File: src/hdl/sacvb_pkg.sv
// Package for the set-associative cache with victim buffer.
// Holds payload structs, register indexes and outcome codes; no dependencies.
`timescale 1ns / 1ps
package sacvb_pkg;
  typedef struct packed {
    logic        command;
    logic [31:0] address;
  } in_item_t;

  typedef struct packed {
    logic [1:0]  outcome;
    logic        victim_probed;
    logic        fetch_valid;
    logic        writeback_valid;
    logic [31:0] writeback_address;
  } out_item_t;

  localparam logic [1:0] REG_OFFSET = 2'd0;
  localparam logic [1:0] REG_INDEX  = 2'd1;
  localparam logic [1:0] REG_WAYS   = 2'd2;
  localparam logic [1:0] REG_VICTIM = 2'd3;

  localparam logic [1:0] OUT_HIT    = 2'd0;
  localparam logic [1:0] OUT_VHIT   = 2'd1;
  localparam logic [1:0] OUT_MISS   = 2'd2;

  typedef struct packed {
    logic        wr;
    logic [7:0]  set;
    logic [30:0] tag;
  } req_t;

  typedef struct packed {
    logic [7:0]       lv;
    logic [7:0]       ld;
    logic [7:0][2:0]  lr;
    logic [7:0][30:0] tags;
  } row_t;
endpackage

File: src/hdl/sacvb_front.sv
// Front end: accepts transactions, splits the address into set and tag.
// Depends on sacvb_pkg; feeds a two-entry queue toward the back end.
`timescale 1ns / 1ps
module sacvb_front (
  input  logic               clk,
  input  logic               rst_n,
  input  logic               in_valid,
  output logic               in_ready,
  input  sacvb_pkg::in_item_t in_data,
  input  logic [3:0]         ob,
  input  logic [3:0]         ib,
  output logic               q_valid,
  input  logic               q_ready,
  output sacvb_pkg::req_t    q_data
);
  sacvb_pkg::req_t q_r [2];
  logic [1:0] cnt_r;
  logic       rd_r, wp_r;
  logic [31:0] sh;
  sacvb_pkg::req_t rq;
  logic push, pop;

  always_comb begin
    sh = in_data.address >> ob;
    rq.wr  = in_data.command;
    rq.set = sh[7:0] & 8'((9'd1 << ib) - 9'd1);
    rq.tag = 31'(sh >> ib);
  end

  assign in_ready = (cnt_r != 2'd2);
  assign q_valid  = (cnt_r != 2'd0);
  assign q_data   = q_r[rd_r];
  assign push = in_valid && in_ready;
  assign pop  = q_valid && q_ready;

  always_ff @(posedge clk) begin
    if (!rst_n) begin
      cnt_r <= '0;
      rd_r  <= 1'b0;
      wp_r  <= 1'b0;
    end else begin
      if (push) wp_r <= ~wp_r;
      if (pop) rd_r <= ~rd_r;
      cnt_r <= cnt_r + {1'b0, push} - {1'b0, pop};
    end
    if (push) q_r[wp_r] <= rq;
  end
endmodule

File: config.mk
export PLATFORM = sky130hd
export DESIGN_NAME = sacvb_front
export DESIGN_NICKNAME = d
export VERILOG_FILES = /design/src/hdl/sacvb_pkg.sv /design/src/hdl/sacvb_front.sv
export SDC_FILE = /design/constraint.sdc
export NUM_CORES = 1
export LEC_CHECK = 0
export BUFFER_PORTS_ARGS = -buffer_cell sky130_fd_sc_hd__buf_2
export CAP_MARGIN = 5
export CORE_MARGIN = 2
export CORE_UTILIZATION = 25
export CTS_BUF_LIST = sky130_fd_sc_hd__clkbuf_8
export CTS_CLUSTER_DIAMETER = 30
export CTS_CLUSTER_SIZE = 8
export DETAILED_ROUTE_END_ITERATION = 7
export SLEW_MARGIN = 30
export SYNTH_ARGS = -nofsm -noshare
export SYNTH_HDL_FRONTEND = slang
export SYNTH_SLANG_ARGS = --single-unit
File: constraint.sdc
create_clock -name clk -period 2.6 [get_ports clk]
set_clock_uncertainty 0.1 [all_clocks]
set_input_delay 0.13 -clock clk [delete_from_list [all_inputs] [get_ports clk]]
set_output_delay 0.13 -clock clk [all_outputs]
set_load 0.02 [all_outputs]
==> Yosys cells after proc, flatten, opt, wreduce, memory -nomap -nowiden <==
Memories as Yosys holds them, arrays and structs flattened. A register that Yosys moved wholly into a read port is not among the register bits.
Cells that the tools add are included.
{ "word_totals": {"memories": 1, "word_cells": 21, "ram_bits": 80, "ff_bits": 4} }
{ "mem_list": {"columns": ["memory", "words", "width", "rd", "rd_clocked_by_memory_dff", "wr", "line", "source"], "rows": [
  ["q_r", 2, 40, 1, 1, 1, "sacvb_front.sv:16", "sacvb_pkg::req_t q_r [2];"]
]} }
{ "classes": {"reduce_logical": 3, "add_sub_neg": 3, "n_bitwise": 3, "mux": 4, "n_eq_ne": 1, "n_shift": 3} }
{ "op_table": {"columns": ["cell", "count"], "rows": [
  ["$shr 32x4->31", 1],
  ["$shr 32x4->32", 1],
  ["$and 8x8->8", 1],
  ["$shl 1x4->8 const A", 1],
  ["$sub 8x1->8 const B", 1],
  ["$mux 1", 4],
  ["$add 2x1->2", 1],
  ["$logic_and 1x1->1", 2],
  ["$ne 2x2->1 const B", 1],
  ["$not 1->1", 2],
  ["$reduce_bool 2->1", 1],
  ["$sub 2x1->2", 1]
]} }

==> Longest topological paths before layout <==
{ "depth": {"depth_word": 4, "depth_mapped": 12, "depth_no_buf": 9} }

==> Worst setup path before layout <==
No wires, ideal clock.
{ "synth_path": {"path_kind": "flip-flop to flip-flop", "start": "register cnt_r[0]", "end": "memory q_r[0][0] (netlist name) (enable)", "setup_ns": 0.439, "arrival_ns": 2.419, "t_required_ns": 2.061, "slack_ns": -0.358, "path_stages_with_launch": 4, "period_less_slack_ns": 2.958, "cell_sequence": "dfxtp_1 nand2b_1 nand2_1 nor2_1"} }
{ "synth_via": {"elab_chain_len": 4} }
{ "synth_rtl": {"columns": ["element", "line", "source"], "rows": [
  ["start: declaration", "sacvb_front.sv:17", "logic [1:0] cnt_r;"],
  ["start signal: assignment", "sacvb_front.sv:44", "cnt_r <= cnt_r + {1'b0, push} - {1'b0, pop};"],
  ["$ne 2x2->1", "sacvb_front.sv:30", "assign in_ready = (cnt_r != 2'd2);"],
  ["via in_ready", "sacvb_front.sv:8", "output logic in_ready,"],
  ["$logic_and 1x1->1", "sacvb_front.sv:33", "assign push = in_valid && in_ready;"],
  ["$mux 1", "sacvb_front.sv:46", "if (push) q_r[wp_r] <= rq;"],
  ["$mux 1 (not written as such)", "sacvb_front.sv:46", null],
  ["end: declaration", "sacvb_front.sv:16", null]
]} }
The timed path passes the listed nets, and every way through them passes these cells.

==> impl_metrics.ini <==
[grt]
grt_first_pass_wirelength_um = 30600
overflow = 0
grt_pass1_vias = 5351
grt_usage_pct = 13.7
grt_max_degree = 42
grt_antenna_before_repair = 2

[drt]
drt_drc_violations_left = 0
antenna_left = 0
first_pass_iters = 5
totalWireLength_um = 19500
wl_per_cell_um = 18.3
num_vias = 5593
post_drt_via_cell_ratio = 5.26
drtIter0Drc = 397

[floorplan]
coreArea_um2 = 26100
fp-row-count = 59
io_pins = 87
start_util_pct = 25.4
die_area_um2 = 27800
die_w_um = 167
die_h_um = 167

[power]
ir_drop_v = 0.000776
p_leak_nw = 3.22
power_density_nw_per_um2 = 611

[final_layout]
fin_cells = 1063
nNetsFinal = 770
layout-drive-gt1-share_pct = 44.8
num-fill-cells = 2672
final_util_pct = 32.3
area_growth_pct = 27.0

[synthesis]
seq_area_frac_synth_pct = 37.8
yosysTopAreaCellShare_pct = 36.3
synthCells = 566
synth.net_count = 614
async_flop_share_pct = 0
synth_area_leader_cell = edfxtp_1
synth-seq-cells = 85
synth.top_cells.by_area = edfxtp_1 (36%), mux4_2 (17%), mux2_2 (9.7%)
synth_edf_count = 80
yosysUniqueCellTypes = 59
synth_top_flop_cell = edfxtp_1
synth.avg_cell_area_um2 = 11.7
syn_area_um2 = 6630
synth_warnings = 0

[timing]
worst_slew_pin_slew_ns = 0.617
setup_violations = 0
rsz0062_at_grt = false
relSlewSlack_pct = 58.8
fmax_ghz = 0.399
fin_crit_ns = 2.50
hold_viol = 0
tns_ns = 0
maxSlewViolCount = 0
min_period_over_period_pct = 96.3

[place]
io_buffers = 86
dp_hpwl_um = 15000
dp.cells = 1044
place.gp.congestion = 0.901

[setup_path]
worstPathMaxFanout = 9
timing.rr.start = cnt_r[1]$_SDFF_PN0_
arrival_ns = 2.48
startpoint_type = input port
r2r_slack_ns = 0.83
end_kind = flop
critical_path_required_ns = 2.57
critPathLaunch = ob[0]
path_class = in2reg

[clocking]
cts_buffer_depth = 2
clk_latency_ns = 0.34
post-cts-setup-buffers = 0
numCtsBuffers = 9
h-tree-depth = 3
cts.clk_slew.worst_paths_ns = 0.08
cts_tree = done
cts.sinks = 85
cts_root_buf = clkbuf_8

[status]
status = finished, final reports clean

[min_path]
min_from = q_ready
worstHoldPathType = in2reg

[flow_run]
cap_viol_max_count = 0
[logic make-up after synthesis]
kind of cell             after synthesis  share of synthesized area [%]
multiplexers                         150                           33.0
AND/OR/NAND/NOR                      136                           10.0
AO/OA/AOI/OAI                        130                           14.3
flip-flops                            85                           37.8
buffers and inverters                 58                           3.83
XOR/XNOR                               4                          0.529
adder cells (fa/ha/maj)                3                          0.567
[placed cells by master (no fill, tap or decap), types with 5 or more instances in the layout]
| cell type | count |
|---|---|
| a211o_1 | 5 |
| a211oi_1 | 8 |
| a21oi_1 | 18 |
| a221oi_1 | 9 |
| a22oi_1 | 11 |
| a31oi_1 | 6 |
| and2_1 | 10 |
| buf_12 | 7 |
| buf_2 | 86 |
| buf_4 | 99 |
| clkbuf_8 | 9 |
| edfxtp_1 | 80 |
| inv_1 | 6 |
| mux2_2 | 57 |
| mux2i_1 | 43 |
| mux4_2 | 49 |
| nand2_1 | 38 |
| nand2b_1 | 5 |
| nand3_1 | 8 |
| nor2_1 | 31 |
| nor2b_1 | 9 |
| nor3_1 | 11 |
| nor4_1 | 5 |
| o211ai_1 | 11 |
| o21ai_0 | 17 |
| o22ai_1 | 8 |
[critical path, stage by stage]
cell,delay (ns)
buf_2,0.13
buf_12,0.15
mux4_2,0.59
mux2_2,0.31
o211a_1,0.24
mux4_2,0.54
mux2i_2,0.23
mux2i_1,0.17
[report_power, final]
part / internal, mW / switching, mW
clock network: 0.635 / 0.452
registers: 1.76 / 0.0480
logic: 0.990 / 1.26
total: 3.38 / 1.76
[synth_stat cells (4+ instances only)]
master,instances
nand3_1,8
and3_1,4
nand2_1,38
o22ai_1,8
dfxtp_1,5
a211o_1,5
edfxtp_1,80
a22o_1,4
o211ai_1,11
o32ai_1,4
nand2b_1,5
a21oi_1,18
a31oi_1,6
nor2_1,32
buf_2,8
mux2_2,57
o211a_1,4
clkbuf_1,25
nor3_1,11
nor4_1,5
mux2i_1,44
or2_2,4
mux4_2,49
a221oi_1,9
buf_1,12
nor2b_1,9
inv_1,6
and2_1,10
a211oi_1,8
o21ai_0,17
a22oi_1,11
[metal layers]
metal	vias up	share of wire [%]	GRT usage [%]
met5	-	0.067	0
met4	2	0.49	2.44
met3	10	6.1	2.28
met2	234	43	19.7
met1	2748	51	21.6
li1	2599	-	-
[what timing repair did]
action	in CTS	in global routing
gates resized for setup	0	1
hold buffers	2	0
endpoints found under the setup margin	0	4
hold endpoints to repair	7	0
[path summary, 6_finish.rpt]
path / cells after the start / endpoint
hold reg to reg: 2 / rd_r$_SDFFE_PN0P_
hold / removal: 4 / rd_r$_SDFFE_PN0P_
setup reg to reg: 7 / cnt_r[1]$_SDFF_PN0_
setup / recovery: 8 / q_r[1][6]$_DFFE_PP_
[state kept, by name, indices dropped and copies added (netlist names), named ones only]
register  flops
rd_r          1
cnt_r         2
q_r          80
wp_r          1
[area by class of cell]
cell class | count | area (µm²) | area share (%)
Clock inverter | 7 | 113 | 1.34
Sequential cell | 85 | 2500 | 29.8
Tap cell | 335 | 419 | 4.98
Multi-Input combinational cell | 423 | 3880 | 46.1
Antenna cell | 1 | 2.50 | 0.0298
Inverter | 9 | 33.8 | 0.402
Clock buffer | 9 | 124 | 1.47
Timing Repair Buffer | 194 | 1330 | 15.9
[metrics by stage]
step / power [mW] / hold slack (ns) / setup slack [ns] / area [µm²]
floorplan: 3.25 / 0.129 / 0.0135 / 6630
global placement: 4.07 / 0.225 / -0.258 / 8150
detailed placement: 4.09 / 0.235 / -0.270 / 8150
CTS: 5.18 / 0.110 / 0.110 / 8400
global route: 5.43 / 0.171 / 0.0123 / 8410
finish: 5.14 / 0.129 / 0.0958 / 8410
No activity file was read; power rests on OpenSTA's default activity.
